<file path="config.mk">
export PLATFORM = sky130hd
export DESIGN_NAME = lps_out_reg
export DESIGN_NICKNAME = d
export VERILOG_FILES = /design/src/hdl/lps_pkg.sv /design/src/hdl/lps_out_reg.sv
export SDC_FILE = /design/constraint.sdc
export NUM_CORES = 1
export LEC_CHECK = 0
export BUFFER_PORTS_ARGS = -buffer_cell sky130_fd_sc_hd__clkbuf_2
export CORE_UTILIZATION = 42
export DETAILED_ROUTE_END_ITERATION = 10
export GPL_TIMING_DRIVEN = 1
export PLACE_DENSITY = 0.88
export SYNTH_ARGS = -nofsm -noshare
export SYNTH_HDL_FRONTEND = slang
export SYNTH_SLANG_ARGS = --single-unit
</file>
<file path="constraint.sdc">
create_clock -name clk -period 1.2 [get_ports clk]
set_input_delay 0.36 -clock clk [delete_from_list [all_inputs] [get_ports clk]]
set_output_delay 0.36 -clock clk [all_outputs]
set_load 0.005 [all_outputs]
</file>
<file path="src/hdl/lps_pkg.sv">
// Shared widths, reset constants and interface structs for the linear prime sieve.
// No dependencies; every other file in hdl/ imports this package.
package lps_pkg;

    // Default sizes handed to the top-level parameters.
    localparam int DEF_MAX_N       = 65536;
    localparam int DEF_PRIME_SLOTS = 8192;

    // Fixed field widths of the transactions and of the limit register.
    localparam int VAL_W   = 17;
    localparam int PRIME_W = 16;
    localparam int TOTAL_W = 13;
    localparam int LIMIT_W = 16;

    localparam logic [LIMIT_W-1:0] LIMIT_RST  = 16'hFFFF;
    localparam logic [VAL_W-1:0]   FIRST_CAND = 17'd2;

    // One result transaction.
    typedef struct packed {
        logic [VAL_W-1:0]   value;
        logic               is_prime;
        logic [TOTAL_W-1:0] prime_total;
        logic               done_res;
    } lps_res_t;

    // Status of the serial remainder unit.
    typedef struct packed {
        logic done;
        logic rem_zero;
    } lps_div_st_t;

endpackage

</file>
<file path="src/hdl/lps_out_reg.sv">
// Output holding register for result transactions, decoupling the sieve from the receiver.
// Depends on lps_pkg for the result struct.
module lps_out_reg
    import lps_pkg::*;
(
    input  logic     clk,
    input  logic     rst_n,
    input  logic     push,
    input  lps_res_t res_in,
    input  logic     out_stall,
    output logic     can_take,
    output logic     out_valid,
    output lps_res_t res_out
);

    logic     valid_reg;
    lps_res_t data_reg;

    // A new result may enter when the slot is empty or is being emptied this cycle.
    assign can_take = !valid_reg || !out_stall;

    always_ff @(posedge clk or negedge rst_n)
    begin
        if (!rst_n)
        begin
            valid_reg <= 1'b0;
        end
        else if (push)
        begin
            valid_reg <= 1'b1;
        end
        else if (!out_stall)
        begin
            valid_reg <= 1'b0;
        end
    end

    always_ff @(posedge clk)
    begin
        if (push)
        begin
            data_reg <= res_in;
        end
    end

    assign out_valid = valid_reg;
    assign res_out   = data_reg;

endmodule

</file>
==> impl_results.md <==
* Final worst path period share at 106%
* # clock sinks at 33
* Vias at about 620
* Die ar. at about 0.0026 sq mm
* MaxCap Viol Count at 0
* Mapped Nets at 71
* Slew @ Worst Pin at approximately 0.12 ns
* Post-Syn Area at roughly 1000 sq um
* Worst Hold Class: in -> reg
* TritonCTS Buffers at 5
* Finished Layout Cells at 143
* Initial Utilization at 44.6%
* Crit. End Element: primary output
* Internal at about 1.7 mW
* Hold Vio Cnt, Final at 0
* Sequential share of power at 64.8%
* Failing checks: setup timing
* Share of the synthesized area in the top cell type at slightly below 100%
* CP max FO at 3
* Switch share at ~20%
* Tot Pwr at 2.14 mW
* Total track usage at 14.8%
* Slowest-stage cell, CP: dfrtp_1
* Buffer count from post-CTS setup fixing at 0
* Lkg Pwr at 0.673 nW
* DRC at 0
* Initial DRT Pass Iterations at 3
* Pre-CTS WS at between 0.2 and 0.25 ns
* RSZ-0062 raised after global routing: yes
* Achievable frequency at 790 MHz
* Die outline width at 50.7 microns
* Vias per std cell at ~4.3
* First-pass GRT wire length at 2.50 mm
* #FFs+latches synth at 33
* Largest net degree at the start of global routing at 19
* Vias in the first global route at 623
* Peak supply drop at 972 uV
* Final net count at 150
* Synth area leaders: edfxtp_1, dfrtp_1, a21o_1, nand2_1
* Diode count at 0
* Drt initial violations at 9
* Finished Cell Area at 0.00148 sq mm
* CP max stage delay at 0.41 ns
* I/O Buffers at 69
* PnR worst setup slack at -0.0660 ns
* Routed Antenna Nets at 0
* # IOs at 70
* Grt ovf at 0
* Net Switching at around 0.44 mW
* Reg2reg setup slack at 0.53 ns
* Clk_lat worst skew at 0.32 ns
* Setup-failing EPs final at 2
* CP cell instances: nand2_1 -> clkbuf_2
* Slew headroom at 92.2%
* Routed WL at 1.67 mm
* Share of layout cells above drive strength 1 at 67.8%
* Status: finished with violations
* Clock Root Buffer: clkbuf_4
* Combinational share of power at 9.0%
* RePlAce Congestion at about 0.75
* CTS tree: done
* Final core utilization at 66.2%
* Area grow syn2layout at 48.3%
* Clock Path Buffers at 2
* Clock-pin slew on the worst setup and hold paths at 0.10 ns
* PwrDens at 1440 mW/mm^2
* CP startpoint kind: register
* Post-synthesis instance total at 35
* Max-slew violations at 0
* Initial antenna violation count at 0
* Core ar. at 0.00223 sq mm
* Placed Cells at 134
* Drt wl/cell at between 10 and 15 microns
* DIE HEIGHT at 50.7 microns
* Ys Warns at 0
* Critical Path RT at 0.84 ns
* Clock skew at 0 ns
* Avg Inst Size Synth at 28.5 sq um
* Library cells used by synthesis at 4
* Worst setup path category: reg -> out
* Row cnt at 17
* Min cycle time layout at 1.27 ns
* H-tree Lvls at 2
* Worst Path Arrival at 0.91 ns
* DP Area at 0.00142 sq mm
* Largest area contributor in the netlist: edfxtp_1
* Sequential fraction of the synthesis area at a little over nine tenths
* Clock share of power at 26.1%
==> critical path: cells and delay by family, from the launching register on <==
family        cells  cell delay, ns
simple gates      1            0.07
buf+inv           1            0.10
flops             1            0.41
==> final timing paths <==
| kind | start | endpoint | cells after the start |
|---|---|---|---|
| max | out_valid$_DFFE_PN0P_ | can_take | 2 |
| min | res_in[13] | res_out[13]$_DFFE_PP_ | 1 |
| max reg2reg | out_valid$_DFFE_PN0P_ | out_valid$_DFFE_PN0P_ | 1 |
| min reg2reg | out_valid$_DFFE_PN0P_ | out_valid$_DFFE_PN0P_ | 1 |
| max in group asynchronous | rst_n | out_valid$_DFFE_PN0P_ | 2 |
| min in group asynchronous | rst_n | out_valid$_DFFE_PN0P_ | 2 |
==> cells in the final DEF, fill, tap and decap left out <==
cell | netlist | routed
clkbuf_4 | 0 | 5
nand2_1 | 1 | 1
clkbuf_2 | 0 | 67
buf_2 | 0 | 2
clkbuf_1 | 0 | 1
edfxtp_1 | 32 | 32
dlygate4sd3_1 | 0 | 1
a21o_1 | 1 | 1
buf_12 | 0 | 2
dfrtp_1 | 1 | 1
clkinv_2 | 0 | 2
==> flip-flops by register name, indices dropped and copies added, names as in the netlist <==
signal and count:
res_out 32, out_valid 1
==> cell usage after synthesis <==
| master | n |
|---|---|
| edfxtp_1 | 32 |
| dfrtp_1 | 1 |
| a21o_1 | 1 |
| nand2_1 | 1 |
==> final cells by class <==
cell class | instances | area (sq um)
clock buffer | 6 | 41.3
sequential | 33 | 986
timing repair buffer | 72 | 395
fill | 180 | 754
clock inverter | 2 | 10.0
multi-input combinational | 2 | 11.3
tap | 28 | 35.0
==> through the flow <==
| stage | hold slack, ns | setup TNS [ns] |
|---|---|---|
| floorplan | 0.0644 | 0 |
| global placement | 0.135 | 0 |
| detailed placement | 0.137 | 0 |
| CTS | 0.193 | -0.143 |
| global route | 0.178 | -0.845 |
| finish | 0.205 | -0.0949 |
==> power by group through the flow <==
stage	clock network [mW]	registers, mW	logic [mW]
final	0.558	1.39	0.193
after floorplan	0	1.43	0.00313
after global placement	0	1.41	0.187
after detailed placement	0	1.41	0.192
after global routing	0.624	1.40	0.211
after CTS	0.581	1.39	0.195
==> layer usage <==
metal  GRT usage [%]  routed length, microns
met5               0                       0
met4            11.1                      42
met3            7.58                     228
met2            22.7                     785
met1            15.3                     614
==> cells by family (layout without fill, tap and decap cells) <==
kind of cell	count (synthesis)	after routing	share of synthesized area (%)
compound gates	1	1	0.753
buf+inv	0	80	0
flops	33	33	98.9
simple gates	1	1	0.376
==> what timing repair did <==
action | 4_1_cts | 5_1_grt
hold buffers | 1 | 0
gates resized for setup | 0 | 2
endpoints found under the setup margin | 8 | 27
endpoints found under the hold margin | 1 | 0
Note: power is estimated with default switching activity, not from simulation.
