===== src/hdl/lps_pkg.sv =====
// Shared widths, reset constants and interface structs for the linear prime sieve.
// No dependencies; every other file in hdl/ imports this package.
package lps_pkg;

    // Default sizes handed to the top-level parameters.
    localparam int DEF_MAX_N       = 65536;
    localparam int DEF_PRIME_SLOTS = 8192;

    // Fixed field widths of the transactions and of the limit register.
    localparam int VAL_W   = 17;
    localparam int PRIME_W = 16;
    localparam int TOTAL_W = 13;
    localparam int LIMIT_W = 16;

    localparam logic [LIMIT_W-1:0] LIMIT_RST  = 16'hFFFF;
    localparam logic [VAL_W-1:0]   FIRST_CAND = 17'd2;

    // One result transaction.
    typedef struct packed {
        logic [VAL_W-1:0]   value;
        logic               is_prime;
        logic [TOTAL_W-1:0] prime_total;
        logic               done_res;
    } lps_res_t;

    // Status of the serial remainder unit.
    typedef struct packed {
        logic done;
        logic rem_zero;
    } lps_div_st_t;

endpackage


===== src/hdl/lps_div.sv =====
// Serial restoring remainder unit: tells whether a divisor divides a dividend.
// Depends on lps_pkg for widths and the status struct.
module lps_div
    import lps_pkg::*;
(
    input  logic               clk,
    input  logic               rst_n,
    input  logic               start,
    input  logic [VAL_W-1:0]   dividend,
    input  logic [PRIME_W-1:0] divisor,
    output lps_div_st_t        status
);

    localparam int CNT_W = $clog2(VAL_W);

    logic             busy_reg;
    logic             done_reg;
    logic [CNT_W-1:0] cnt_reg;
    logic [VAL_W-1:0] dvd_reg;
    logic [PRIME_W-1:0] dsr_reg;
    logic [PRIME_W-1:0] rem_reg;

    logic [PRIME_W:0]   shifted;
    logic [PRIME_W:0]   diff;
    logic [PRIME_W-1:0] rem_next;

    // One quotient bit per cycle; the partial remainder always stays below the divisor.
    assign shifted  = {rem_reg, dvd_reg[VAL_W-1]};
    assign diff     = shifted - {1'b0, dsr_reg};
    assign rem_next = (shifted >= {1'b0, dsr_reg}) ? diff[PRIME_W-1:0]
                                                   : shifted[PRIME_W-1:0];

    always_ff @(posedge clk or negedge rst_n)
    begin
        if (!rst_n)
        begin
            busy_reg <= 1'b0;
            done_reg <= 1'b0;
            cnt_reg  <= '0;
        end
        else
        begin
            done_reg <= 1'b0;
            if (start)
            begin
                busy_reg <= 1'b1;
                cnt_reg  <= '0;
            end
            else if (busy_reg)
            begin
                cnt_reg <= cnt_reg + CNT_W'(1);
                if (cnt_reg == CNT_W'(VAL_W - 1))
                begin
                    busy_reg <= 1'b0;
                    done_reg <= 1'b1;
                end
            end
        end
    end

    always_ff @(posedge clk)
    begin
        if (start)
        begin
            dvd_reg <= dividend;
            dsr_reg <= divisor;
            rem_reg <= '0;
        end
        else if (busy_reg)
        begin
            dvd_reg <= {dvd_reg[VAL_W-2:0], 1'b0};
            rem_reg <= rem_next;
        end
    end

    assign status.done     = done_reg;
    assign status.rem_zero = (rem_reg == '0);

endmodule


===== config.mk =====
export PLATFORM = sky130hd
export DESIGN_NAME = lps_div
export DESIGN_NICKNAME = d
export VERILOG_FILES = /design/src/hdl/lps_pkg.sv /design/src/hdl/lps_div.sv
export SDC_FILE = /design/constraint.sdc
export NUM_CORES = 1
export LEC_CHECK = 0
export BUFFER_PORTS_ARGS = -buffer_cell sky130_fd_sc_hd__buf_4
export CAP_MARGIN = 5
export CORE_ASPECT_RATIO = 0.9
export CORE_MARGIN = 4
export CORE_UTILIZATION = 59
export DETAILED_ROUTE_END_ITERATION = 8
export PLACE_DENSITY = 0.8
export RECOVER_POWER = 100
export SYNTH_ARGS = -nofsm -noshare
export SYNTH_HDL_FRONTEND = slang
export SYNTH_SLANG_ARGS = --single-unit

===== constraint.sdc =====
create_clock -name clk -period 3.4 [get_ports clk]
set_clock_uncertainty 0.2 [all_clocks]
set_input_delay 0.51 -clock clk [delete_from_list [all_inputs] [get_ports clk]]
set_output_delay 0.51 -clock clk [all_outputs]
set_load 0.005 [all_outputs]

==> metrics.md <==
| Metric | Value |
|---|---|
| Site Rows | 25 |
| Register area share after synthesis | ~44% |
| Main flop type after synthesis | edfxtp_1 |
| Period utilisation layout | between 80% and 90% |
| Die span in x | ~90 um |
| Clk buf depth | 2 |
| Leakage power total | about 1.6 nW |
| Cells after synthesis | ~330 |
| Maximum VDD drop | 0.546 mV |
| Post-route cell area | about 3800 um2 |
| Slowest cell delay on critical path | between 1 and 1.5 ns |
| Wire per inst | 17.9 um |
| Crit path launch type | input pin |
| Number of global-route vias before repair | between 2000 and 3000 |
| Syn_nets | between 300 and 400 |
| Hold Crit Class | in -> reg |
| WL final | approximately 7.7 mm |
| DRT antenna net count | 0 |
| Routability congestion estimate | about 0.94 |
| Commonest non-fill, non-tap cell in the layout | nor2_1 |
| Slowest CP cell | clkbuf_1 |
| 1st-pass router iterations | 5 |
| Initial Utilization | 62.7% |
| CTS Sinks | 56 |
| Final hold violations | 0 |
| Mapped Area | between 3000 and 4000 um2 |
| Clock latency on the worst-skew pair | about 0.31 ns |
| Post-detailed-route via-to-cell ratio | around 6.4 |
| Layout Utilization | a little over two thirds |
| GRT overflow | 0 |
| Crit path kind | in -> reg |
| Tmin final | between 2 and 3 ns |
| Setup tns final | 0 ns |
| H-Tree Depth | 2 |
| Failing checks | capacitance limit, slew limit |
| Total Die Area | ~7000 um2 |
| Ports | 38 |
| I/O Buffers | 37 |
| Slew @ Worst Pin | 1.53 ns |
| Global Route Usage Sum | 23.3% |
| Antenna Diode Count | 0 |
| PostCTS Resize Cnt | 0 |
| Area grow syn2layout | 11.2% |
| Worst reg2reg startpoint | rem_reg[9]$_SDFFE_PP0P_ |
| YS warnings | 0 |
| Initial antenna violation count | 0 |
| Outcome | finished, violations left |
| Hold WS | ~0.19 ns |
| Largest register FFs | 17 |
| Final setup fails | 0 |
| DPL Wire Length | 5.51 mm |
| Crit-path max FO | 33 |
| Layout cells sized above 1 | a little under a fifth |
| Syn Area/Cell | 10.1 um2 |
| First-pass GRT wire length | between 10 and 15 mm |
| RSZ-0062 raised after global routing | no |
| Worst path arrival time | approximately 2.7 ns |
| Clk root buf | clkbuf_8 |
| Leading cell types in the layout, fill and taps excluded | 39 x nor2_1, 33 x edfxtp_1, 26 x inv_1, 20 x nand2_1, 20 x buf_4 |
| Num CTS Buffers | 5 |
| Remaining DRCs | 0 |
| Drt initial violations | 292 |
| DIE HEIGHT | roughly 80 um |
| Max Cap Viol | 1 |
| Core Region | about 5400 um2 |
| P per Cell Area | 658 nW/um2 |
| Power consumption | about 2.5 mW |
| CTS tree | yes |
| Largest net degree at the start of global routing | 34 |
| Final slew viol count | 34 |
| Cell variety after synth | 58 |
| Ys async rst share | 12.5% |
| Worst setup path start | start |
| Max_slew headroom | -2.08% |
| Crit path cell chain | clkbuf_1, nor2_1, inv_1 |
| Setup crit end kind | flop |
| Via count | 2756 |
| Worst-path clk slew | between 0.1 and 0.15 ns |
| Fmax | approximately 340 MHz |
| WP data required | between 3 and 4 ns |
| Hold_sp | divisor[12] |
| Post-synth EDFFs | 33 |
| Layout net count | 420 |
| Yosys reg bits | 56 |
| DP Area | between 3000 and 4000 um2 |
[cell usage after synthesis (6+ instances only)]
| cell | count | share of area, % |
|---|---|---|
| a21oi_1 | 12 | 1.8 |
| inv_1 | 26 | 2.9 |
| o21bai_1 | 6 | 1.3 |
| nor4_1 | 10 | 1.9 |
| o21ai_0 | 7 | 1.0 |
| edfxtp_1 | 33 | 29 |
| o211ai_1 | 8 | 1.8 |
| nand3_1 | 9 | 1.3 |
| mux2_2 | 16 | 5.3 |
| ha_1 | 18 | 6.7 |
| nand2_1 | 20 | 2.2 |
| nor2_1 | 39 | 4.3 |
| dfxtp_1 | 16 | 9.5 |
| a211oi_1 | 7 | 1.6 |
| xor2_1 | 9 | 2.3 |
| clkbuf_1 | 8 | 0.89 |
| dfrtp_1 | 7 | 5.2 |
| nor3_1 | 6 | 0.89 |
[critical path, delay by kind of cell]
kind	cells	cell delay, ns
buffers and inverters	2	1.72
and+or+nand+nor	1	0.41
[cells by family after synthesis]
kind of cell | count (synthesis) | synth area share (%)
and+or+nand+nor | 105 | 15.1
muxes | 17 | 5.64
DFF | 56 | 44.1
adders and majority gates | 19 | 7.27
AOI/OAI and AO/OA | 80 | 18.7
xor gates and xnor gates | 13 | 3.38
buffers and inverters | 44 | 5.86
[stage by stage]
step           setup slack (ns)  instances
6_report                  0.492        433
5_1_grt                   0.245        433
4_1_cts                   0.707        433
3_5_place_dp              0.724        424
3_3_place_gp              0.743        424
2_1_floorplan             0.848        334
[layout make-up]
cell class | instances | area [um2]
clock buffers | 5 | 68.8
clock inverters | 3 | 22.5
fillers | 409 | 1630
inverters | 26 | 97.6
multi-input cells | 234 | 1680
flip-flops and latches | 56 | 1490
well taps | 67 | 83.8
repair buffers | 42 | 308
[power breakdown]
group | switching (mW) | internal (mW) | total [mW]
clock network | 0.228 | 0.148 | 0.376
registers | 0.112 | 0.834 | 0.945
logic | 0.663 | 0.484 | 1.15
total | 1.00 | 1.47 | 2.47
[path summary, 6_finish.rpt]
kind | end | slack [ns] | cells past startpoint
worst max-delay path | dvd_reg[13]$_DFFE_PP_ | 0.49 | 3
worst min-delay path | dsr_reg[12]$_DFFE_PP_ | 0.19 | 1
worst max register to register | rem_reg[11]$_SDFFE_PP0P_ | 0.63 | 6
worst min register to register | rem_reg[15]$_SDFFE_PP0P_ | 0.36 | 2
max in group asynchronous | done_reg$_DFF_PN0_ | 2.32 | 2
min in group asynchronous | cnt_reg[2]$_DFFE_PN0P_ | 0.42 | 2
[layer usage]
metal / track usage (%) / share of wire, % / vias to the layer above
met3: 6.19 / 8.6 / 11
met1: 34.2 / 44 / 1316
met4: 5.06 / 0.92 / 0
li1: - / - / 1312
met5: 0 / 0 / -
met2: 34.5 / 47 / 117
[timing repair]
| action | 4_1_cts | 5_1_grt |
|---|---|---|
| setup buffers | 0 | 0 |
| hold endpoints to repair | 7 | 0 |
| hold buffers | 1 | 0 |
Note: power is estimated with default switching activity, not from simulation.
